===== src/sv/utd_pkg.sv =====
// Shared types and constants for the UTF-8 to UCS-2 decoder.
// Used by utd_front, utd_queue, utd_back and utf8_to_ucs2_decoder_core.
package utd_pkg;

    localparam logic [1:0] ST_OK      = 2'd0;
    localparam logic [1:0] ST_INVALID = 2'd1;
    localparam logic [1:0] ST_TRUNC   = 2'd2;

    localparam logic [2:0]  LEAD2_TAG = 3'b110;
    localparam logic [3:0]  LEAD3_TAG = 4'hE;
    localparam logic [10:0] MIN_TWO   = 11'h080;
    localparam logic [15:0] MIN_THREE = 16'h0800;

    typedef struct packed {
        logic [7:0] text_byte;
        logic       end_of_text;
    } t_utd_in;

    typedef struct packed {
        logic [15:0] code_unit;
        logic [1:0]  status;
        logic [1:0]  rejected_bytes;
    } t_utd_out;

    typedef struct packed {
        logic [7:0] text_byte;
        logic       is_ascii;
        logic       is_cont;
        logic       end_of_text;
    } t_utd_cls;

    typedef struct packed {
        logic     valid;
        t_utd_cls item;
    } t_utd_push;

endpackage


===== src/sv/utf8_to_ucs2_decoder_core.sv =====
// UTF-8 to UCS-2 decoder core. Takes one byte per clock while o_in_stall is low, through a
// front end that classifies it into a QUEUE_DEPTH-entry queue; the back end drains one byte
// per clock, unless a held result is stalled, into the output register, so the sustained
// rate is one byte per cycle. Throughput is set by the back end's single decode step per
// byte; the queue absorbs output stalls, and every result is registered before it leaves.
module utf8_to_ucs2_decoder_core import utd_pkg::*; #(
    parameter int QUEUE_DEPTH = 4
) (
    input  logic     i_clk,
    input  logic     i_rst_n,
    input  logic     i_in_valid,
    output logic     o_in_stall,
    input  t_utd_in  i_in_data,
    output logic     o_out_valid,
    input  logic     i_out_stall,
    output t_utd_out o_out_data
);

    t_utd_push push;
    logic      q_full;
    logic      q_valid;
    t_utd_cls  q_item;
    logic      q_pop;

    utd_front u_front (
        .i_in_valid (i_in_valid),
        .i_in_data  (i_in_data),
        .i_full     (q_full),
        .o_in_stall (o_in_stall),
        .o_push     (push)
    );

    utd_queue #(
        .DEPTH (QUEUE_DEPTH)
    ) u_queue (
        .i_clk   (i_clk),
        .i_rst_n (i_rst_n),
        .i_push  (push),
        .i_pop   (q_pop),
        .o_full  (q_full),
        .o_valid (q_valid),
        .o_item  (q_item)
    );

    utd_back u_back (
        .i_clk       (i_clk),
        .i_rst_n     (i_rst_n),
        .i_q_valid   (q_valid),
        .i_q_item    (q_item),
        .o_pop       (q_pop),
        .o_out_valid (o_out_valid),
        .i_out_stall (i_out_stall),
        .o_out_data  (o_out_data)
    );

endmodule


===== src/sv/utd_front.sv =====
// Front end: input handshake and byte classification.
// Depends on utd_pkg; feeds utd_queue.
module utd_front import utd_pkg::*; (
    input  logic      i_in_valid,
    input  t_utd_in   i_in_data,
    input  logic      i_full,
    output logic      o_in_stall,
    output t_utd_push o_push
);

    assign o_in_stall            = i_full;
    assign o_push.valid          = i_in_valid && !i_full;
    assign o_push.item.text_byte = i_in_data.text_byte;
    assign o_push.item.is_ascii  = !i_in_data.text_byte[7];
    assign o_push.item.is_cont   = (i_in_data.text_byte[7:6] == 2'b10);
    assign o_push.item.end_of_text = i_in_data.end_of_text;

endmodule


===== src/sv/utd_queue.sv =====
// Short queue of classified bytes between front and back ends.
// Depends on utd_pkg.
module utd_queue import utd_pkg::*; #(
    parameter int DEPTH = 4
) (
    input  logic      i_clk,
    input  logic      i_rst_n,
    input  t_utd_push i_push,
    input  logic      i_pop,
    output logic      o_full,
    output logic      o_valid,
    output t_utd_cls  o_item
);

    localparam int AW = (DEPTH > 1) ? $clog2(DEPTH) : 1;
    localparam int CW = $clog2(DEPTH + 1);

    t_utd_cls        r_mem [DEPTH];
    logic [AW-1:0]   r_wr;
    logic [AW-1:0]   r_rd;
    logic [CW-1:0]   r_count;
    logic [AW-1:0]   n_wr;
    logic [AW-1:0]   n_rd;

    assign n_wr    = (r_wr == AW'(DEPTH - 1)) ? '0 : r_wr + AW'(1);
    assign n_rd    = (r_rd == AW'(DEPTH - 1)) ? '0 : r_rd + AW'(1);
    assign o_full  = (r_count == CW'(DEPTH));
    assign o_valid = (r_count != '0);
    assign o_item  = r_mem[r_rd];

    always_ff @(posedge i_clk) begin
        if (i_push.valid) begin
            r_mem[r_wr] <= i_push.item;
        end
    end

    always_ff @(posedge i_clk) begin
        if (!i_rst_n) begin
            r_wr    <= '0;
            r_rd    <= '0;
            r_count <= '0;
        end else begin
            if (i_push.valid) begin
                r_wr <= n_wr;
            end
            if (i_pop) begin
                r_rd <= n_rd;
            end
            case ({i_push.valid, i_pop})
                2'b10:   r_count <= r_count + CW'(1);
                2'b01:   r_count <= r_count - CW'(1);
                default: r_count <= r_count;
            endcase
        end
    end

`ifndef SYNTHESIS
    a_count_bound: assert property (@(posedge i_clk) disable iff (!i_rst_n)
        r_count <= CW'(DEPTH))
        else $error("queue count above depth");
    a_no_pop_empty: assert property (@(posedge i_clk) disable iff (!i_rst_n)
        i_pop |-> r_count != '0)
        else $error("pop from empty queue");
`endif

endmodule


===== src/sv/utd_back.sv =====
// Back end: sequence decoding state and the output register.
// Depends on utd_pkg; drains utd_queue.
module utd_back import utd_pkg::*; (
    input  logic     i_clk,
    input  logic     i_rst_n,
    input  logic     i_q_valid,
    input  t_utd_cls i_q_item,
    output logic     o_pop,
    output logic     o_out_valid,
    input  logic     i_out_stall,
    output t_utd_out o_out_data
);

    typedef enum logic [1:0] {
        S_IDLE,
        S_ONE,
        S_TWO
    } t_state;

    t_state      r_state;
    t_state      n_state;
    logic [7:0]  r_lead;
    logic [7:0]  n_lead;
    logic [5:0]  r_first;
    logic [5:0]  n_first;
    logic        r_out_valid;
    t_utd_out    r_out;
    logic        emit;
    t_utd_out    res;
    logic [10:0] val2;
    logic [15:0] val3;

    assign o_pop       = i_q_valid && (!r_out_valid || !i_out_stall);
    assign o_out_valid = r_out_valid;
    assign o_out_data  = r_out;
    assign val2        = {r_lead[4:0], i_q_item.text_byte[5:0]};
    assign val3        = {r_lead[3:0], r_first, i_q_item.text_byte[5:0]};

    always_comb begin
        n_state = r_state;
        n_lead  = r_lead;
        n_first = r_first;
        emit    = 1'b0;
        res     = '0;
        case (r_state)
            S_ONE: begin
                emit = 1'b1;
                if (!i_q_item.is_cont) begin
                    res.status         = ST_INVALID;
                    res.rejected_bytes = 2'd2;
                end else if (r_lead[7:5] == LEAD2_TAG) begin
                    if (val2 >= MIN_TWO) begin
                        res.code_unit = 16'(val2);
                        res.status    = ST_OK;
                    end else begin
                        res.status         = ST_INVALID;
                        res.rejected_bytes = 2'd2;
                    end
                end else if (i_q_item.end_of_text) begin
                    res.status         = ST_TRUNC;
                    res.rejected_bytes = 2'd2;
                end else begin
                    emit    = 1'b0;
                    n_first = i_q_item.text_byte[5:0];
                    n_state = S_TWO;
                end
            end
            S_TWO: begin
                emit = 1'b1;
                if (i_q_item.is_cont && r_lead[7:4] == LEAD3_TAG && val3 >= MIN_THREE) begin
                    res.code_unit = val3;
                    res.status    = ST_OK;
                end else begin
                    res.status         = ST_INVALID;
                    res.rejected_bytes = 2'd3;
                end
            end
            default: begin
                emit = 1'b1;
                if (i_q_item.is_ascii) begin
                    res.code_unit = {8'h00, i_q_item.text_byte};
                    res.status    = ST_OK;
                end else if (i_q_item.end_of_text) begin
                    res.status         = ST_TRUNC;
                    res.rejected_bytes = 2'd1;
                end else begin
                    emit    = 1'b0;
                    n_lead  = i_q_item.text_byte;
                    n_state = S_ONE;
                end
            end
        endcase
        if (emit) begin
            n_state = S_IDLE;
        end
    end

    always_ff @(posedge i_clk) begin
        if (!i_rst_n) begin
            r_state     <= S_IDLE;
            r_out_valid <= 1'b0;
        end else begin
            if (o_pop) begin
                r_state <= n_state;
                r_lead  <= n_lead;
                r_first <= n_first;
                if (emit) begin
                    r_out <= res;
                end
                r_out_valid <= emit || (r_out_valid && i_out_stall);
            end else if (!i_out_stall) begin
                r_out_valid <= 1'b0;
            end
        end
    end

`ifndef SYNTHESIS
    a_ok_no_reject: assert property (@(posedge i_clk) disable iff (!i_rst_n)
        (r_out_valid && r_out.status == ST_OK) |-> r_out.rejected_bytes == 2'd0)
        else $error("decoded result carries a reject count");
    a_status_code: assert property (@(posedge i_clk) disable iff (!i_rst_n)
        r_out_valid |-> (r_out.status == ST_OK || r_out.status == ST_INVALID
                         || r_out.status == ST_TRUNC))
        else $error("status out of range");
    a_idle_after_emit: assert property (@(posedge i_clk) disable iff (!i_rst_n)
        (o_pop && emit) |=> r_state == S_IDLE)
        else $error("sequence still open after a result");
`endif

endmodule


===== config.mk =====
export PLATFORM = sky130hd
export DESIGN_NAME = utf8_to_ucs2_decoder_core
export DESIGN_NICKNAME = d
export VERILOG_FILES = /design/src/sv/utd_pkg.sv /design/src/sv/utf8_to_ucs2_decoder_core.sv /design/src/sv/utd_front.sv /design/src/sv/utd_queue.sv /design/src/sv/utd_back.sv
export SDC_FILE = /design/constraint.sdc
export NUM_CORES = 1
export LEC_CHECK = 0
export BUFFER_PORTS_ARGS = -buffer_cell sky130_fd_sc_hd__buf_4
export CORE_MARGIN = 8
export CORE_UTILIZATION = 55
export CTS_BUF_LIST = sky130_fd_sc_hd__clkbuf_4
export CTS_CLUSTER_SIZE = 20
export DETAILED_ROUTE_END_ITERATION = 6
export GPL_ROUTABILITY_DRIVEN = 0
export PLACE_DENSITY = 0.86
export REMOVE_ABC_BUFFERS = 1
export SLEW_MARGIN = 10
export SYNTH_ARGS = -nofsm -noshare
export SYNTH_HDL_FRONTEND = slang
export SYNTH_SLANG_ARGS = --single-unit

===== constraint.sdc =====
create_clock -name i_clk -period 5.4 [get_ports i_clk]
set_clock_uncertainty 0.1 [all_clocks]
set_input_delay 0.81 -clock i_clk [delete_from_list [all_inputs] [get_ports i_clk]]
set_output_delay 0.81 -clock i_clk [all_outputs]
set_load 0.01 [all_outputs]

# Yosys cells after proc, flatten, opt, wreduce, memory -nomap -nowiden
# Memories as Yosys holds them, arrays and structs flattened. A register that Yosys moved wholly into a read port is not among the register bits.
# Cells that the tools add are included.
op_classes:
  mux: 37
  n_lt_le_gt_ge: 2
  eq_ne: 16
  n_reduce_logical: 18
  addsub: 4
  n_bitwise: 4
op_table:
  columns: ["op", "count"]
  rows:
  - ["20-bit one-hot mux with 2 select lines", 1]
  - ["11-bit two-way mux", 3]
  - ["2-bit two-way mux", 14]
  - ["16-bit by 12-bit >= comparator with 1-bit output, second input constant", 1]
  - ["16-bit two-way mux", 1]
  - ["4-bit two-way mux", 4]
  - ["6-bit AND reduction", 2]
  - ["11-bit by 8-bit >= comparator with 1-bit output, second input constant", 1]
  - ["2-bit == test, second input constant", 5]
  - ["1-bit two-way mux", 10]
  - ["8-bit two-way mux", 1]
  - ["3-bit == test, second input constant", 2]
  - ["2-bit by 1-bit != test with 1-bit output, second input constant", 3]
  - ["3-bit by 1-bit != test with 1-bit output, second input constant", 2]
  - ["3-bit one-hot mux with 2 select lines", 1]
  - ["1-bit logical AND", 5]
  - ["5-bit AND reduction", 1]
  - ["2-bit by 1-bit adder with 2-bit output, second input constant", 2]
  - ["2-bit by 1-bit == test with 1-bit output, second input constant", 2]
  - ["4-bit == test, second input constant", 1]
  - ["1-bit logical NOT", 4]
  - ["1-bit NOT", 4]
  - ["2-bit one-hot mux with 2 select lines", 1]
  - ["3-bit by 1-bit adder with 3-bit output, second input constant", 1]
  - ["other kinds (8)", 9]
word_totals:
  mem_count: 1
  mem_bits_rw: 44
  register_bits: 44
  output_inout_bits: 22
mem_list:
  columns: ["memory", "words", "word_bits", "read_ports", "rd_ports_with_merged_regs", "write_ports", "line", "text"]
  rows:
  - ["u_queue.r_mem", 4, 11, 1, 1, 1, "utd_queue.sv:18", "t_utd_cls r_mem [DEPTH];"]

# Longest topological paths before layout
depth:
  word_depth: 6
  depth_mapped: 10
  ltp_nobuf: 10

# Modules after synthesis
# A second synthesis with hierarchy kept.
unflattened:
  hier_cells: 228
  hier_area_um2: 3798.6
by_module_without_submodules:
  columns: ["module", "area_per_inst_um2", "n_inst", "cells_each"]
  rows:
  - ["utd_queue", 2045.7, 1, 100]
  - ["utd_back", 1654.1, 1, 115]
  - ["utd_front", 98.8, 1, 13]

# Worst setup path after synthesis
# No wires, ideal clock.
synth_timing:
  path_kind: "reg2reg"
  from: "register (tool-made name)"
  to: "register u_back.r_out, in the netlist u_back.o_out_data[0] (enable)"
  required_ns: 4.901
  arrival_ns: 2.202
  stages_incl_launch_ff: 5
  path_slack_ns: 2.699
  setup_ns: 0.399
  cell_sequence: "dfxtp_1 > mux4_2 > nand2_1 > o211a_1 > nor2b_1"
synth_lines:
  columns: ["element", "line", "text"]
  rows:
  - ["to (signal assigned)", "utd_back.sv:108", "r_out <= res;"]
  - ["to (decl)", "utd_back.sv:27", "t_utd_out r_out;"]

==> flow_summary.ini <==
[run_status]
outcome = finished, final reports clean

[clock_tree]
ctsResizeCount = 0
cts_tree = done
post_cts_buffers = 0
postCtsHoldBufs = 0
htree_num_levels = 3
clk-insertion-delay-late_ns = 0.43
cts_made_buffers = 9
clock_sinks = 90
cts_max_path_buffers = 2
path_clk_slew_ns = 0.14
cts-root-buf = clkbuf_4

[worst_setup_path]
crit_fanout = 13
startpoint_type = flip-flop
path_class = flip-flop to flip-flop
end_kind = flip-flop
crit_chain = mux4_2 > nand2b_2 > nor3_1
crit_arrival_ns = 3.03
critPathMaxStageDelay_ns = 0.87
crit_family = simple AND/OR/NAND/NOR gates
crit_slowest_cell = nor3_1
cp.required_ns = 5.36
path_buf_inv = 0

[route]
drt_first_iter_violations = 144
routed_wl_mm = 6.13
drc = 0
ant_nets = 0
routedWlPerCell_um = 17.4
viasPerCell = 5.65
vias = 1994
drt_pass1_iterations = 5

[finish]
fin_cells = 353
final_common_cell = edfxtp_1
drive_above_1_share_pct = 25.0
design_area_um2 = 4140
most-common-layout-cells = 78 x edfxtp_1, 35 x buf_4, 18 x and2_1, 15 x nand2_1, 12 x dfxtp_1
syn_to_final_growth_pct = 12.4
nets = 289

[placement]
pre_cts_ws_ns = 2.29
dp.cells = 336
dpl_cell_area_um2 = 4020
port_buffers = 34
hpwl_mm = 4.26

[timing]
timing.final.crit_period_ns = 3.07
hold_viol = 0
setup_viol = 0
fin_ws_ns = 2.33
tightestPinTransition_ns = 1.05
whs_ns = 0.419
fmax_mhz = 326
tns_ns = 0
drv_slew = 0
rsz0062_at_grt = no
period_share_pct = 56.8
relSlewSlack_pct = 29.3

[global_route]
grt_pass1_wl_mm = 10.2
groute.usage.overall_pct = 13.5
antenna_found_initial = 1
grt_pass1_vias = 2091
grt_overflow = 0
grt_max_degree = 21

[yosys]
synthArstFlopShare_pct = 0
netlist_instances = 226
ys_seq_elements = 90
synth_edf_count = 78
synth.largest_area_cell = edfxtp_1
yosysTopAreaCellShare_pct = 63.6
synth_area_um2 = 3680
synthDistinctLibCells = 50
yosysSeqAreaShare_pct = 70.1
yosysWarnings = 0
ys_top_cells_by_area = edfxtp_1 64%, mux4_2 6.7%, dfxtp_1 6.5%
synth.avg_cell_area_um2 = 16.3
synth_flop_cell = edfxtp_1

[power_and_ir_drop]
clock_power_share_pct = 17.1
swShare_pct = 32.8
p_seq_share_pct = 51.6
p_leak_nw = 1.41
cellPowerDensity_nw_per_um2 = 470
intPower_mw = 1.31
peakVddDrop_mv = 0.257
net-switching-power_mw = 0.638
combPwrFrac_pct = 31.3

[floorplanning]
die_w_um = 97.8
coreArea_um2 = 6640
die_area_um2 = 9570
boundaryPins = 35
start_util_pct = 55.4
die_h_um = 97.8
core.rowCount = 30

[flow_run]
drv_cap = 0

[worst_hold_path]
hold_class = flip-flop to flip-flop
hold_path_startpoint = u_queue.r_wr[1]$_SDFFE_PN0P_
path summary, 6_finish.rpt:
check                                               endpoint  slack (ns)  cells past startpoint
worst max-delay path              u_back.r_lead[3]$_DFFE_PP_        2.33                      3
worst min-delay path            u_queue.r_wr[1]$_SDFFE_PN0P_        0.42                      2
worst max register to register    u_back.r_lead[3]$_DFFE_PP_        2.33                      3
worst min register to register  u_queue.r_wr[1]$_SDFFE_PN0P_        0.42                      2
state kept, by name, indices dropped and copies added (netlist names), named ones only:
signal,count
u_back.o_out_data,20
u_back.o_out_valid,1
u_back.r_first,6
u_back.r_lead,8
u_back.r_state,2
u_queue.r_count,3
u_queue.r_mem,44
u_queue.r_rd,2
u_queue.r_wr,2
worst min-delay path: cells and delay by family, from the launching register on:
family          cells  cell delay [ns]
flops               1             0.36
compound gates      1             0.07
simple gates        1             0.06
power groups by stage:
stage,Clock (mW),Sequential (mW),Combinational [mW]
2_1_floorplan,0,1.03,0.397
3_3_place_gp,0,1.01,0.585
3_5_place_dp,0,1.02,0.611
4_1_cts,0.339,1.01,0.614
5_1_grt,0.364,1.02,0.676
6_report,0.333,1.00,0.608
per-layer routing:
metal  GRT usage, %  up-vias  share of wire [%]
li1               -      948                  -
met1           15.9      980                 43
met3           3.20       12                4.4
met2           22.2       54                 50
met5              0        -                  0
met4           7.79        0                2.6
logic make-up after synthesis:
| logic type | Yosys count | synth area share, % |
|---|---|---|
| muxes | 17 | 8.36 |
| and+or+nand+nor | 65 | 10.3 |
| adders and majority gates | 9 | 3.26 |
| buffers and inverters | 16 | 1.94 |
| xor gates and xnor gates | 2 | 0.476 |
| AOI/OAI and AO/OA | 27 | 5.54 |
| DFF | 90 | 70.1 |
cell usage after synthesis, types with 2 or more instances:
library cell / count
edfxtp_1: 78
and2_1: 18
nand2_1: 15
dfxtp_1: 12
mux4_2: 11
inv_1: 10
ha_1: 8
mux2i_1: 6
nor2_1: 6
nor3_1: 5
nor2b_1: 4
or3_1: 4
a32oi_1: 3
clkbuf_1: 3
a21boi_0: 2
a21boi_1: 2
a21oi_1: 2
a22o_1: 2
o21ai_0: 2
o21ai_1: 2
o22ai_1: 2
area by class of cell:
type | instances | area, um^2
clock inverter | 7 | 53.8
multi-input combinational | 120 | 1030
tap | 80 | 100
inverter | 11 | 41.3
timing repair buffer | 35 | 263
sequential | 90 | 2580
fill | 510 | 2500
clock buffer | 9 | 67.6
antenna | 1 | 2.50
metrics by stage:
stage / power, mW / utilization (%)
after global routing: 2.06 / 62.3
after floorplan: 1.42 / -
after CTS: 1.96 / 62.3
after detailed placement: 1.63 / 60.4
after global placement: 1.60 / 60.4
final: 1.94 / 62.3
No activity file was read; power rests on OpenSTA's default activity.
